## src/rtl/pbcr_pkg.sv

```systemverilog
package pbcr_pkg;

    localparam int SLOTS       = 16;
    localparam int SLOT_W      = $clog2(SLOTS);
    localparam int MAX_RESULTS = 16;
    localparam int RES_CNT_W   = $clog2(MAX_RESULTS);
    localparam int ADDR_W      = 32;
    localparam int OUT_SLOT_W  = 4;
    localparam int ACT_W       = 2;

    // Request kinds
    localparam logic [ACT_W-1:0] ACT_READ  = 2'd0;
    localparam logic [ACT_W-1:0] ACT_WRITE = 2'd1;
    localparam logic [ACT_W-1:0] ACT_FLUSH = 2'd2;

    typedef logic [SLOT_W-1:0] t_slot;
    typedef logic [ADDR_W-1:0] t_addr;

    typedef struct packed {
        logic [OUT_SLOT_W-1:0] slot;
        logic                  hit;
        logic                  write_back;
        t_addr                 old_page;
        logic                  last;
    } t_result;

endpackage

```

## src/rtl/pbcr_tag_ram.sv

```systemverilog
module pbcr_tag_ram
    import pbcr_pkg::*;
(
    input  logic  i_clk,
    input  logic  i_en,
    input  logic  i_we,
    input  t_slot i_addr,
    input  t_addr i_wdata,
    output t_addr o_rdata
);

    t_addr r_mem [SLOTS];
    t_addr r_rdata;

    always_ff @(posedge i_clk) begin
        if (i_en) begin
            if (i_we) begin
                r_mem[i_addr] <= i_wdata;
            end else begin
                r_rdata <= r_mem[i_addr];
            end
        end
    end

    assign o_rdata = r_rdata;

endmodule

```

## src/rtl/pbcr_ctrl.sv

```systemverilog
module pbcr_ctrl
    import pbcr_pkg::*;
(
    input  logic             i_clk,
    input  logic             i_rst_n,
    input  logic             i_req_valid,
    output logic             o_req_ready,
    input  logic [ACT_W-1:0] i_action,
    input  t_addr            i_page_addr,
    input  logic             i_out_free,
    output logic             o_res_valid,
    output t_result          o_res
);

    typedef enum logic [2:0] {
        ST_IDLE,
        ST_LOOK,
        ST_HIT,
        ST_SWEEP,
        ST_VRD,
        ST_FILL,
        ST_FLUSH,
        ST_FRD
    } t_state;

    t_state r_state, n_state;
    t_slot  r_idx, n_idx;
    t_slot  r_n, n_n;
    logic [1:0] r_pass, n_pass;
    logic [RES_CNT_W-1:0] r_fcnt, n_fcnt;
    t_addr  r_addr, n_addr;
    logic   r_write, n_write;
    logic   r_wb, n_wb;
    t_addr  r_old, n_old;
    t_slot  r_hand, n_hand;
    logic [SLOTS-1:0] r_valid, n_valid;
    logic [SLOTS-1:0] r_use, n_use;
    logic [SLOTS-1:0] r_mod, n_mod;
    logic [SLOTS-1:0] r_dirty, n_dirty;

    logic   ram_en, ram_we;
    t_slot  ram_addr;
    t_addr  ram_rdata;
    logic   accept;
    logic   more_dirty;

    function automatic t_slot lowest_set(input logic [SLOTS-1:0] v);
        t_slot idx;
        idx = '0;
        for (int i = SLOTS - 1; i >= 0; i--) begin
            if (v[i]) idx = SLOT_W'(i);
        end
        return idx;
    endfunction

    function automatic t_slot wrap_inc(input t_slot s);
        return (s == SLOT_W'(SLOTS - 1)) ? '0 : s + 1'b1;
    endfunction

    pbcr_tag_ram u_tag_ram (
        .i_clk   (i_clk),
        .i_en    (ram_en),
        .i_we    (ram_we),
        .i_addr  (ram_addr),
        .i_wdata (r_addr),
        .o_rdata (ram_rdata)
    );

    assign o_req_ready = (r_state == ST_IDLE);
    assign accept      = i_req_valid && o_req_ready;
    assign more_dirty  = |(r_dirty & ~(SLOTS'(1) << r_idx));

    always_comb begin
        n_state  = r_state;
        n_idx    = r_idx;
        n_n      = r_n;
        n_pass   = r_pass;
        n_fcnt   = r_fcnt;
        n_addr   = r_addr;
        n_write  = r_write;
        n_wb     = r_wb;
        n_old    = r_old;
        n_hand   = r_hand;
        n_valid  = r_valid;
        n_use    = r_use;
        n_mod    = r_mod;
        n_dirty  = r_dirty;
        ram_en   = 1'b0;
        ram_we   = 1'b0;
        ram_addr = r_idx;
        o_res_valid = 1'b0;
        o_res    = '0;

        case (r_state)
            ST_IDLE: begin
                if (accept) begin
                    n_addr  = i_page_addr;
                    n_write = (i_action == ACT_WRITE);
                    n_idx   = '0;
                    n_fcnt  = '0;
                    case (i_action)
                        ACT_READ, ACT_WRITE: begin
                            // Start the tag scan at slot zero
                            ram_en   = 1'b1;
                            ram_addr = '0;
                            n_state  = ST_LOOK;
                        end
                        ACT_FLUSH: n_state = ST_FLUSH;
                        default:   n_state = ST_IDLE;
                    endcase
                end
            end

            ST_LOOK: begin
                if (r_valid[r_idx] && ram_rdata == r_addr) begin
                    n_state = ST_HIT;
                end else if (r_idx == SLOT_W'(SLOTS - 1)) begin
                    n_wb  = 1'b0;
                    n_old = '0;
                    if (!(&r_valid)) begin
                        n_idx   = lowest_set(~r_valid);
                        n_state = ST_FILL;
                    end else begin
                        n_idx   = wrap_inc(r_hand);
                        n_n     = '0;
                        n_pass  = '0;
                        n_state = ST_SWEEP;
                    end
                end else begin
                    ram_en   = 1'b1;
                    ram_addr = r_idx + 1'b1;
                    n_idx    = r_idx + 1'b1;
                end
            end

            ST_HIT: begin
                if (i_out_free) begin
                    o_res_valid    = 1'b1;
                    o_res.slot     = OUT_SLOT_W'(r_idx);
                    o_res.hit      = 1'b1;
                    o_res.last     = 1'b1;
                    n_use[r_idx]   = 1'b1;
                    if (r_write) begin
                        n_mod[r_idx]   = 1'b1;
                        n_dirty[r_idx] = 1'b1;
                    end
                    n_state = ST_IDLE;
                end
            end

            ST_SWEEP: begin
                if (!r_use[r_idx] && (r_mod[r_idx] == r_pass[0])) begin
                    if (r_dirty[r_idx]) begin
                        ram_en  = 1'b1;
                        n_state = ST_VRD;
                    end else begin
                        n_state = ST_FILL;
                    end
                end else begin
                    if (r_pass[0]) n_use[r_idx] = 1'b0;
                    if (r_n == SLOT_W'(SLOTS - 1)) begin
                        n_n    = '0;
                        n_idx  = wrap_inc(r_hand);
                        n_pass = r_pass + 1'b1;
                        if (r_pass == 2'd3) n_state = ST_FILL;
                    end else begin
                        n_n   = r_n + 1'b1;
                        n_idx = wrap_inc(r_idx);
                    end
                end
            end

            ST_VRD: begin
                n_wb    = 1'b1;
                n_old   = ram_rdata;
                n_state = ST_FILL;
            end

            ST_FILL: begin
                if (i_out_free) begin
                    ram_en           = 1'b1;
                    ram_we           = 1'b1;
                    n_valid[r_idx]   = 1'b1;
                    n_use[r_idx]     = 1'b1;
                    n_mod[r_idx]     = r_write;
                    n_dirty[r_idx]   = r_write;
                    n_hand           = r_idx;
                    o_res_valid      = 1'b1;
                    o_res.slot       = OUT_SLOT_W'(r_idx);
                    o_res.write_back = r_wb;
                    o_res.old_page   = r_old;
                    o_res.last       = 1'b1;
                    n_state          = ST_IDLE;
                end
            end

            ST_FLUSH: begin
                if (r_dirty == '0) begin
                    // Nothing dirty: one empty result
                    if (i_out_free) begin
                        o_res_valid = 1'b1;
                        o_res.last  = 1'b1;
                        n_state     = ST_IDLE;
                    end
                end else begin
                    n_idx    = lowest_set(r_dirty);
                    ram_en   = 1'b1;
                    ram_addr = lowest_set(r_dirty);
                    n_state  = ST_FRD;
                end
            end

            ST_FRD: begin
                if (i_out_free) begin
                    o_res_valid      = 1'b1;
                    o_res.slot       = OUT_SLOT_W'(r_idx);
                    o_res.write_back = 1'b1;
                    o_res.old_page   = ram_rdata;
                    o_res.last       = !more_dirty ||
                                       (r_fcnt == RES_CNT_W'(MAX_RESULTS - 1));
                    n_valid[r_idx]   = 1'b0;
                    n_use[r_idx]     = 1'b0;
                    n_mod[r_idx]     = 1'b0;
                    n_dirty[r_idx]   = 1'b0;
                    n_fcnt           = r_fcnt + 1'b1;
                    n_state          = o_res.last ? ST_IDLE : ST_FLUSH;
                end
            end

            default: n_state = ST_IDLE;
        endcase
    end

    always_ff @(posedge i_clk) begin
        r_idx   <= n_idx;
        r_n     <= n_n;
        r_pass  <= n_pass;
        r_fcnt  <= n_fcnt;
        r_addr  <= n_addr;
        r_write <= n_write;
        r_wb    <= n_wb;
        r_old   <= n_old;
        if (!i_rst_n) begin
            r_state <= ST_IDLE;
            r_hand  <= '0;
            r_valid <= '0;
            r_use   <= '0;
            r_mod   <= '0;
            r_dirty <= '0;
        end else begin
            r_state <= n_state;
            r_hand  <= n_hand;
            r_valid <= n_valid;
            r_use   <= n_use;
            r_mod   <= n_mod;
            r_dirty <= n_dirty;
        end
    end

endmodule

```

## src/rtl/page_buffer_clock_replacement_core.sv

```systemverilog
// Read/write: one tag slot compared per cycle; a hit is handed to the output register,
// a miss that finds a free slot fills the lowest one once the scan is through.
// Full buffer: a sweep picks the victim; a dirty victim's tag is read for the write-back.
// Flush: a write-back per dirty slot, else one empty result; output stalls delay them.
// One request at a time: the next is taken the cycle after its last result is registered.
// Sync active-low reset clears the slot bits and the hand; tag RAM contents stay undefined.
module page_buffer_clock_replacement_core
    import pbcr_pkg::*;
(
    input  logic        i_clk,
    input  logic        i_rst_n,
    input  logic        s_axis_tvalid,
    output logic        s_axis_tready,
    input  logic [31:0] s_axis_tdata,   // [31:0] page_addr
    input  logic [1:0]  s_axis_tuser,   // [1:0] action
    output logic        m_axis_tvalid,
    input  logic        m_axis_tready,
    output logic [39:0] m_axis_tdata,   // [3:0] slot, [35:4] old_page, [39:36] zero
    output logic [1:0]  m_axis_tuser,   // [0] hit, [1] write_back
    output logic        m_axis_tlast
);

    logic    res_valid;
    t_result res;
    logic    out_free;
    logic    r_out_valid;
    t_result r_out;

    // Output register frees when empty or drained this cycle
    assign out_free = !r_out_valid || m_axis_tready;

    pbcr_ctrl u_ctrl (
        .i_clk       (i_clk),
        .i_rst_n     (i_rst_n),
        .i_req_valid (s_axis_tvalid),
        .o_req_ready (s_axis_tready),
        .i_action    (s_axis_tuser),
        .i_page_addr (s_axis_tdata),
        .i_out_free  (out_free),
        .o_res_valid (res_valid),
        .o_res       (res)
    );

    // Hold the result until the downstream side takes the transaction
    always_ff @(posedge i_clk) begin
        if (res_valid) begin
            r_out <= res;
        end
        if (!i_rst_n) begin
            r_out_valid <= 1'b0;
        end else if (res_valid) begin
            r_out_valid <= 1'b1;
        end else if (m_axis_tready) begin
            r_out_valid <= 1'b0;
        end
    end

    assign m_axis_tvalid = r_out_valid;
    assign m_axis_tdata  = {4'b0, r_out.old_page, r_out.slot};
    assign m_axis_tuser  = {r_out.write_back, r_out.hit};
    assign m_axis_tlast  = r_out.last;

`ifndef NO_ASSERTIONS
    // A request is worked on alone: no second transaction right after one
    // (the unused action code is dropped on the spot and keeps the input open)
    a_one_at_a_time: assert property (@(posedge i_clk) disable iff (!i_rst_n)
        (s_axis_tvalid && s_axis_tready &&
         (s_axis_tuser == ACT_READ || s_axis_tuser == ACT_WRITE ||
          s_axis_tuser == ACT_FLUSH)) |=> !s_axis_tready)
        else $error("request accepted while previous one in flight");

    // Hits never evict
    a_hit_no_wb: assert property (@(posedge i_clk) disable iff (!i_rst_n)
        m_axis_tvalid |-> !(m_axis_tuser[0] && m_axis_tuser[1]))
        else $error("hit reported with write back");

    // Old page is zero unless a write back is reported
    a_old_zero: assert property (@(posedge i_clk) disable iff (!i_rst_n)
        (m_axis_tvalid && !m_axis_tuser[1]) |-> (m_axis_tdata[35:4] == '0))
        else $error("old page without write back");

    // A new result is only loaded when the register is free
    a_no_overwrite: assert property (@(posedge i_clk) disable iff (!i_rst_n)
        res_valid |-> out_free)
        else $error("result overwritten before transfer");
`endif

endmodule

```

## config.mk

```make
export PLATFORM = sky130hd
export DESIGN_NAME = page_buffer_clock_replacement_core
export DESIGN_NICKNAME = d
export VERILOG_FILES = /design/src/rtl/pbcr_pkg.sv /design/src/rtl/pbcr_tag_ram.sv /design/src/rtl/pbcr_ctrl.sv /design/src/rtl/page_buffer_clock_replacement_core.sv
export SDC_FILE = /design/constraint.sdc
export NUM_CORES = 1
export LEC_CHECK = 0
export BUFFER_PORTS_ARGS = -buffer_cell sky130_fd_sc_hd__buf_2
export CAP_MARGIN = 5
export CORE_ASPECT_RATIO = 1.25
export CORE_MARGIN = 4
export CORE_UTILIZATION = 48
export DETAILED_ROUTE_END_ITERATION = 7
export REMOVE_ABC_BUFFERS = 1
export SYNTH_ARGS = -nofsm -noshare
export SYNTH_HDL_FRONTEND = slang
export SYNTH_HIERARCHICAL = 1
export SYNTH_SLANG_ARGS = --single-unit
```

## constraint.sdc

```tcl
create_clock -name i_clk -period 10 [get_ports i_clk]
set_clock_uncertainty 0.2 [all_clocks]
set_input_delay 1 -clock i_clk [delete_from_list [all_inputs] [get_ports i_clk]]
set_output_delay 1 -clock i_clk [all_outputs]
set_load 0.05 [all_outputs]
```

==> results.txt, run 1 <==
The initial antenna violation count is 1. Summing the areas of all fa, ha and maj instances in the mapped netlist gives 0.4655% of the synthesized area. After synthesis, the netlist uses 70 different library cells. Setup violations remaining at the end of the flow were counted as 0. The worst hold path depth was 2; the count of flip-flops with a built-in enable after synthesis was 663. The share of async-settable or async-resettable flops after synthesis was 0%. TritonCTS created 75 clock buffers. Entering global routing, the biggest net connects 133 pins. In this run the worst path has a maximum fanout of 132.

By area, the combinational part of the netlist is dominated by multiplexers. The clock drives 735 sinks. For the number of nets in the finished design, the log shows 1,887. The layout-stage area growth over the synthesis result was 13.06%. The worst setup path is captured at a flip-flop. Cells fill 54.89% of the core in the end.

End point of the worst hold path: u_ctrl/r_mod[9]. The HPWL after detailed placement is 43.94 mm. The floorplan has 101 rows. After detailed placement, the total cell area comes to 31,090 um2.

The number of buffers on the longest clock path was 3. The count of cells along the worst register-to-register path was 11; the share of synthesized area spent on multiplexers was 12.23%. For the count of routing violations after the opening detailed-route iteration, the log shows 1,444.

For flop-to-flop paths, the worst setup slack is 3440 ps. The post-CTS clock slew at the launch and capture registers of the worst setup and hold paths was 60 ps; the simple-gate share of the synthesized area was 6.064%. The first TritonRoute pass finished after 7 iterations. For the pin with the worst max-slew slack, the measured transition is 1126 ps.

The worst ir drop on vdd came out at 334.7 uV. The signal on the critical path passes through xor2_1 > nor4_1 > nand4_1 > nor3_1 > nand2_1 > a41o_1 > o221ai_4 > buf_12 > nand4b_1 > nor3_2 > buf_4. Among cell families on the critical path, the largest total delay comes from simple AND/OR/NAND/NOR gates. The library cell used as clock root buffer was sky130_fd_sc_hd__clkbuf_16.

The total overflow left after global routing is 0. The destination of the worst register-to-register timing path is u_ctrl/u_tag_ram/r_mem[2][4]. Upper clock frequency limit: 0.1524 GHz.

Together, buffers and inverters on the worst path number 2. The aggregate global-route resource usage was 22.68%. The routed length per instance is 27.19 um, and the area enclosed by the die boundary is 65,660 um2. For this run, the slowest stage of the critical path takes 910 ps. The final count of hold timing violations is 0, and the gate count of the mapped netlist is 1,735.

In the synthesized netlist the dominant register cell turns out to be sky130_fd_sc_hd__edfxtp_1. The worst setup path is of the flip-flop to flip-flop kind. The synthesized netlist devotes 1.244% of its cell area to XOR and XNOR gates. The width of the die was 230.0 um.

For this design the top-level I/O count stands at 83. For this block, the routed nets add up to 73.94 mm of wire. Number of global-route vias before repair: 16,780. The tools report the reg-to-reg startpoint as u_ctrl/r_addr[15].

Critical path required time: 10,040 ps. The tools report the kind of start point of the critical path as a flip-flop. The first global-routing pass estimated 110.7 mm of wire. The layout cell share with drive strength beyond 1 works out to 21.69%. Setup repair after global routing left no endpoint under its margin. The flow ran to the end, and the final reports show no timing, DRC or antenna violations.

The number of pins with negative max-slew slack in the final report came out at 0. Yosys printed 6 warnings. Once the floorplan was initialized, standard cells occupied 48.55% of the core. In this run the tightest slew margin relative to its limit is 24.90%. The power density over cell area was 316.7 nW/um2. TritonCTS built the clock tree. In this run, post-CTS repair resized a total of 0 instances.

In this run the remaining antenna-violating nets after routing total 0. The tool flagged a number of max-cap violations equal to 0. sky130_fd_sc_hd__edfxtp_1 takes more of the synthesized area than any other cell. The smallest clock period supported by the final layout is computed as 6562 ps. The number of vias per cell was 6.057.

Yosys attributes the largest share of cell area to sky130_fd_sc_hd__edfxtp_1 67%, sky130_fd_sc_hd__mux4_2 11%, sky130_fd_sc_hd__dfxtp_1 4.9%. The number of H-tree levels was 3; the signal arrival time at the worst endpoint was 6600 ps. The startpoint identified for the worst hold timing path is u_ctrl/r_mod[9].

The core region is 60,910 um2. The standard cell with the maximum stage delay on the critical path was sky130_fd_sc_hd__nor4_1. The total negative setup slack is 0 ps. The kind of path behind the tightest hold check was flip-flop to flip-flop. In this run the cell area of the synthesized design comes to 29,570 um2. Buffers inserted to repair hold after CTS numbered 0. Measured along the y axis, the die boundary spans 285.5 um. The number of setup buffers added after CTS was 0; the total of flip-flops plus latches after synthesis was 735.

The post-layout instance area is 33,430 um2, and the port buffer count is 78. The routed layout has 16,470 vias. After synthesis, the largest area contributor takes up 67.33% of total cell area. Summing the areas of all compound-gate instances in the mapped netlist gives 5.827% of the synthesized area. The synthesized area per cell was 17.04 um2.

Routability-driven placement finished with a final weighted congestion of 0.8802. The clock latency reported for the late side of the worst-skew pair is 610 ps. The logs give 10.74 nW for the leakage dissipation and 72.20% for the fraction of the yosys area taken by sequential cells.

The fraction of the cycle the final worst path needs is 65.62%, and the detailed-route DRC error count is 0.
how the worst max path moves through the flow:
stage	from	end	slack, ps	depth (start not counted)
CTS	u_ctrl/r_addr[15]	u_ctrl/u_tag_ram/r_mem[2][22]	3270	11
finish	u_ctrl/r_addr[15]	u_ctrl/u_tag_ram/r_mem[2][4]	3440	11
global route	u_ctrl/r_addr[0]	u_ctrl/u_tag_ram/r_mem[2][22]	3080	11
detailed placement	u_ctrl/r_addr[15]	u_ctrl/u_tag_ram/r_mem[2][19]	3310	11
global placement	u_ctrl/r_idx[0]	u_ctrl/u_tag_ram/r_mem[0][19]	3320	10
floorplan	u_ctrl/r_state[1]	u_ctrl/u_tag_ram/r_mem[3][0]	-9040	5
cell usage in the layout, fill, tap and decap left out, drive strengths merged, types with 9 or more instances in the layout:
master,netlist,layout
o211ai,13,13
and2,35,35
buf,38,123
nor2b,9,9
nor4,12,12
nor3,30,30
clkbuf,62,96
ha,11,11
a22oi,68,68
xor2,35,35
o31ai,11,11
nand2,84,84
dfxtp,72,72
o21ai,50,50
inv,20,22
a21oi,50,50
mux4,144,144
mux2i,35,35
a31oi,12,12
clkinv,2,31
nor2,160,160
nand3,18,18
edfxtp,663,663
sequential cells by signal, summed over array words and instances (netlist names), 16 cells and up, named ones only:
signal	cells
u_ctrl/u_tag_ram/r_mem	512
m_axis_tdata	36
u_ctrl/r_addr	32
u_ctrl/r_old	32
u_ctrl/u_tag_ram/o_rdata	32
u_ctrl/r_dirty	16
u_ctrl/r_mod	16
per-stage QoR:
step           std cells  power [mW]  hold slack [ps]  setup WS (ps)
2_1_floorplan       1638       7.335            231.5          -9042
3_3_place_gp        2584       7.961            251.2           3316
3_5_place_dp        2585       8.002            254.3           3311
4_1_cts             2719       10.70            269.0           3274
5_1_grt             2719       11.10            295.6           3079
6_report            2720       10.59            262.8           3438
worst reg2reg max path: stages (launching register included):
cell and delay [ps]:
sky130_fd_sc_hd__edfxtp_1 600, sky130_fd_sc_hd__xor2_1 230, sky130_fd_sc_hd__nor4_1 910, sky130_fd_sc_hd__nand4_1 350
sky130_fd_sc_hd__nor3_1 700, sky130_fd_sc_hd__nand2_1 120, sky130_fd_sc_hd__a41o_1 340, sky130_fd_sc_hd__o221ai_4 220
sky130_fd_sc_hd__buf_12 540, sky130_fd_sc_hd__nand4b_1 550, sky130_fd_sc_hd__nor3_2 820, sky130_fd_sc_hd__buf_4 600
cells by family after synthesis:
group	after synthesis
flip-flops	735
AND/OR/NAND/NOR	386
AO/OA/AOI/OAI	257
multiplexers	181
buffers and inverters	122
XOR/XNOR	42
adder cells (fa/ha/maj)	11
other	1
cells in the mapped netlist, types with 4 or more instances:
cell / instances
sky130_fd_sc_hd__dfxtp_1: 72
sky130_fd_sc_hd__xnor2_1: 7
sky130_fd_sc_hd__nand2_1: 84
sky130_fd_sc_hd__a311oi_1: 8
sky130_fd_sc_hd__nand3b_1: 5
sky130_fd_sc_hd__a31oi_1: 12
sky130_fd_sc_hd__nor3_1: 30
sky130_fd_sc_hd__o211ai_1: 13
sky130_fd_sc_hd__nor4_1: 12
sky130_fd_sc_hd__edfxtp_1: 663
sky130_fd_sc_hd__or3_1: 4
sky130_fd_sc_hd__clkbuf_1: 62
sky130_fd_sc_hd__and3_1: 7
sky130_fd_sc_hd__o221ai_1: 4
sky130_fd_sc_hd__xor2_1: 35
sky130_fd_sc_hd__a211oi_1: 8
sky130_fd_sc_hd__buf_6: 10
sky130_fd_sc_hd__mux4_2: 144
sky130_fd_sc_hd__o21ai_0: 50
sky130_fd_sc_hd__ha_1: 11
sky130_fd_sc_hd__nor2_1: 160
sky130_fd_sc_hd__inv_1: 19
sky130_fd_sc_hd__and2_1: 35
sky130_fd_sc_hd__nand2b_1: 4
sky130_fd_sc_hd__a21oi_1: 50
sky130_fd_sc_hd__nor2b_1: 9
sky130_fd_sc_hd__buf_2: 15
sky130_fd_sc_hd__nand4_1: 8
sky130_fd_sc_hd__buf_1: 6
sky130_fd_sc_hd__nand3_1: 16
sky130_fd_sc_hd__mux2i_1: 35
sky130_fd_sc_hd__o31ai_1: 11
sky130_fd_sc_hd__buf_4: 7
sky130_fd_sc_hd__a22oi_1: 68
layer usage:
layer	routed length (um)	up-vias	GRT usage, %
met2	38690	559	39.85
li1	-	7098	-
met5	0	-	0
met1	29490	8701	29.70
met4	1795	0	6.218
met3	3969	116	3.436
power by group:
group          leakage (nW)  switching, mW  internal, mW
Combinational          2.98           2.27          1.46
Sequential             6.62          0.295          3.87
Clock                  1.14           1.15          1.54
cell type report:
| class | count | area (um2) |
|---|---|---|
| fillers | 4834 | 27480 |
| flip-flops and latches | 735 | 21350 |
| multi-input cells | 881 | 7859 |
| clock buffers | 96 | 2019 |
| well taps | 824 | 1031 |
| repair buffers | 123 | 760.7 |
| clock inverters | 38 | 322.8 |
| inverters | 22 | 82.58 |
| diodes | 1 | 2.502 |
(Power assumes the default switching activity.)
==> inputs of run 2 (changes only) <==
--- a/config.mk
+++ b/config.mk
@@ -5,6 +5,7 @@
 export SDC_FILE = /design/constraint.sdc
 export NUM_CORES = 1
 export LEC_CHECK = 0
+export ABC_AREA = 1
 export BUFFER_PORTS_ARGS = -buffer_cell sky130_fd_sc_hd__buf_2
 export CAP_MARGIN = 5
 export CORE_ASPECT_RATIO = 1.25
==> constraint.sdc (replaced) <==
create_clock -name i_clk -period 6.3 [get_ports i_clk]
set_clock_uncertainty 0.2 [all_clocks]
set_input_delay 0.63 -clock i_clk [delete_from_list [all_inputs] [get_ports i_clk]]
set_output_delay 0.63 -clock i_clk [all_outputs]
set_load 0.05 [all_outputs]
==> run 2 against run 1 <==
  * Core utilization down 0.33 points
  * Critical path depth grew 8
  * Clock power grew 58%
  * Synthesized area increased by 8.4%
  * Cell count increased by 56%
  * Non-clock buffer count grew 35
  * Sequential cell count unchanged
  * Worst hold slack got worse by 210 ps
  * Synthesized cell count grew 87%
==> results.txt, run 2 <==
By area the synthesized netlist is led by sky130_fd_sc_hd__edfxtp_1 62%, sky130_fd_sc_hd__nand2_1 19%, sky130_fd_sc_hd__dfxtp_1 4.5%. Headroom to the max-slew limit: 32.81% (+7.9 points). The logs give 3 (unchanged) for the number of H-tree levels and 0 (unchanged) for the number of pins with negative max-slew slack in the final report. The kind of critical path is flip-flop to flip-flop.

Uppermost layer routed: met4. For the number of routed nets with antenna violations, the log shows 0 (unchanged). The first-pass GRT wire length came out at 130.5 mm (+18%). The number of buffers on the longest clock path is 3 (unchanged). Transition at the pin with the smallest max-transition slack: 1008 ps (-118.6 ps). The area enclosed by the die boundary came out at 70,990 um2 (+8.1%).

The count of cells resized by post-cts repair is 0 (unchanged), and the netlist area before placement is 32,050 um2 (+8.4%). The run gives 24.07% (+1.4 points) as the aggregate global-route resource usage. Fraction of post-synthesis cell area in the top cell type by area: 62.12% (-5.2 points). The clock period minus final worst setup slack came out at 4919 ps (-1642 ps). The met2 wire length came out at 42.98 mm (+11%).

Clock latency reported for the late side of the worst-skew pair: 620 ps (about the same). The post-CTS clock slew at the launch and capture registers of the worst setup and hold paths works out to 60 ps (about the same). The power density over cell area works out to 519.8 nW/um2 (+64%).

The standard cell with the maximum stage delay on the critical path is sky130_fd_sc_hd__buf_4. The logs give 5190 ps (-1410 ps) for the signal arrival time at the worst endpoint and 21,450 (+28%) for the number of global-route vias before repair. For the post-layout instance area, the log shows 35,980 um2 (+7.6%).

Worst ir drop on vdd: 843.5 uV (+150%). The run gives 3,389 (+80%) as the number of nets in the finished design. The path with the worst hold slack has its endpoint at u_ctrl/r_addr[26]. The total of flip-flops plus latches after synthesis came out at 735 (unchanged). The final count of hold timing violations came out at 0 (unchanged). The kind of start point of the critical path was a flip-flop. The path length in cells of the critical path came out at 19 (+8). For the count of vias placed by the detailed router, the log shows 22,350 (+36%). The width of the die came out at 239.1 um (+4.0%). Counting instances in the post-synthesis netlist gives the leading cell types as 1,617 x sky130_fd_sc_hd__nand2_1, 663 x sky130_fd_sc_hd__edfxtp_1, 206 x sky130_fd_sc_hd__inv_1.

The tools report the routed length on met1 as 35.83 mm (+21%). Largest net degree at the start of global routing: 141 (+6.0%). The upper clock frequency limit is 0.2033 GHz (+33%). The detailed-route DRC error count came out at 0 (unchanged). Leakage dissipation: 14.53 nW (+35%). Leading cell type in the layout, fill and taps excluded: sky130_fd_sc_hd__nand2_1.

In the layout the commonest cells are 1,616 x sky130_fd_sc_hd__nand2_1, 663 x sky130_fd_sc_hd__edfxtp_1, 204 x sky130_fd_sc_hd__inv_1. From synthesis to final layout, the design area changed by 12.28%. The count of routing violations after the opening detailed-route iteration is 1,950 (+35%). By instance count, the leading cell after synthesis is sky130_fd_sc_hd__nand2_1. The synthesized design spends more area on one cell type than any other, namely sky130_fd_sc_hd__edfxtp_1. The tools report the cell area reported after detailed placement as 33,360 um2 (+7.3%).

The signal on the critical path passes through buf_4 > ha_1 > inv_1 > nor2_2 > clkinv_1 > ha_1 > nor2_1 > a21oi_1 > nand3_4 > buf_4 > buf_4 > nand2_1 > nand2_1 > nand2_1 > nand2_1 > nand2_1 > nand2_1 > inv_1 > nand2_1. For the I/O pin total, the log shows 83 (unchanged). The remaining global-route overflow was 0 (unchanged). The post-synthesis cell type count is 48 (-31%), and the share of async-settable or async-resettable flops after synthesis is 0% (unchanged).

The run gives 735 (unchanged) as the TritonCTS sink count. The fraction of the yosys area taken by sequential cells is 66.62% (-5.6 points), and the wire length on met3 is 4.649 mm (+17%). The worst setup path is captured at a flip-flop. The weighted congestion at the end of routability-driven global placement is 0.9082 (+3.2%), and the total negative setup slack is 0 ps (unchanged).

The most numerous cell type found on the critical path is sky130_fd_sc_hd__nand2_1. The tools report the max capacitance violation total as 0 (unchanged). The largest fanout of any net on the critical path is 83 (-37%), and the final wirelength is 86.48 mm (+17%). The port buffer count came out at 78 (unchanged). The routed length per instance works out to 20.34 um (-25%).

Count of cells along the worst register-to-register path: 19 (+8). The initial antenna violation count is 1 (unchanged). The placeable core region is 65,950 um2 (+8.3%), and the number of non-filler instances in the completed layout is 4,252 (+56%).

The synthesized area per cell was 9.885 um2 (-42%). The layout cell share with drive strength beyond 1 is 8.834% (-13 points). Overall power after layout: 18.70 mW (+77%). The path class of the tightest hold or removal check is input pin to flip-flop. The number of flip-flops under the largest register name came out at 512 (unchanged). HPWL after detailed placement: 48.08 mm (+9.4%). The destination of the worst register-to-register timing path was u_ctrl/u_tag_ram/o_rdata[31]. Among all flip-flop cells after synthesis, the most frequent one is sky130_fd_sc_hd__edfxtp_1. The warning count from the yosys run was 6 (unchanged); the clock buffer count from CTS was 76 (+1.3%). CTS placed an instance of sky130_fd_sc_hd__clkbuf_16 at the clock tree root. The number of vias per cell came out at 5.257 (-13%). The run gives 4,090 (+58%) as the number of placed instances with taps included.

Worst hold path startpoint: s_axis_tdata[26]. The vertical extent of the die is 296.9 um (+4.0%), and the gate count of the mapped netlist is 3,242 (+87%). TritonCTS built the clock tree. The startpoint identified for the worst register-to-register timing path is u_ctrl/r_idx[0]. The run finished with clean final reports. Setup repair after global routing left no endpoint under its margin. The longest individual stage delay on the worst path works out to 810 ps (-100 ps). The register with the most flip-flops was u_ctrl/u_tag_ram/r_mem. The effective utilization at floorplan is 48.59% (about the same), and the count of flip-flops with a built-in enable after synthesis is 663 (unchanged). The family with the most delay on the worst path is buffers and inverters. The total iterations of the first detailed-routing run is 8 (+1), and the sum of buffers and inverters on the critical path is 6 (+4). The fraction of the cycle the final worst path needs is 78.08% (+12 points), and the total of endpoints with negative setup slack in the final report is 0 (unchanged). Worst hold path depth: 1 (-1). Number of antenna diodes: 0 (-1). The tools report the beginning of the critical path as u_ctrl/r_idx[0]. The setup slack on the worst flop-to-flop path was 1380 ps (-2060 ps). The site row count is 105 (+4.0%), and the critical path required time is 6570 ps (-3470 ps).
## run 2: per-stage QoR
| stage | worst slack (ps) | utilization (%) | hold slack, ps |
|---|---|---|---|
| after floorplan | -6409 | - | 229.8 |
| after global placement | 1578 | 50.59 | 244.9 |
| after detailed placement | 1476 | 50.59 | 249.3 |
| after CTS | 1454 | 54.56 | 11.19 |
| after global routing | 1023 | 54.56 | 17.11 |
| final | 1381 | 54.56 | 54.29 |
## run 2: worst max path at each step
stage	slack (ps)	end
2_1_floorplan	-6410	u_ctrl/u_tag_ram/r_mem[2][0]
3_3_place_gp	1580	u_ctrl/u_tag_ram/o_rdata[13]
3_5_place_dp	1480	u_ctrl/u_tag_ram/o_rdata[31]
4_1_cts	1450	u_ctrl/u_tag_ram/o_rdata[31]
5_1_grt	1020	u_ctrl/u_tag_ram/o_rdata[31]
6_report	1380	u_ctrl/u_tag_ram/o_rdata[31]
## run 2: power breakdown
part	switching [mW]	total (mW)	internal (mW)
registers	0.443	6.60	6.15
logic	5.85	7.85	2.00
clock network	1.86	4.25	2.39
total	8.15	18.7	10.5
## run 2: timing repair
action / CTS / global route
endpoints found under the hold margin: 28 / 0
hold buffers: 28 / 0
buffers inserted: 0 / 0
## run 2: worst reg2reg max path, delay by kind of cell (launching register included)
kind / cells / cell delay, ps
adder cells (fa/ha/maj): 2 / 630
buffers and inverters: 6 / 2170
AO/OA/AOI/OAI: 1 / 70
AND/OR/NAND/NOR: 10 / 1310
flip-flops: 1 / 400
## run 2: layer usage
| layer | global-route usage, % | up-vias |
|---|---|---|
| met4 | 8.765 | 0 |
| met1 | 32.03 | 10730 |
| met3 | 2.728 | 165 |
| met5 | 0 | - |
| li1 | - | 10750 |
| met2 | 40.97 | 705 |
## run 2: cell families after synthesis
kind of cell | synth area share [%]
buffers and inverters | 5.407
adders and majority gates | 0.4295
AOI/OAI and AO/OA | 4.201
xor gates and xnor gates | 0.8199
DFF | 66.62
and+or+nand+nor | 22.51
other | 0.01170
## run 2: cell type report
| cell class | count | area [um2] |
|---|---|---|
| fill | 5811 | 29970 |
| sequential | 735 | 21350 |
| multi-input combinational | 2152 | 9176 |
| clock buffer | 85 | 1978 |
| timing repair buffer | 158 | 1224 |
| tap | 856 | 1071 |
| inverter | 217 | 822.0 |
| clock inverter | 49 | 359.1 |
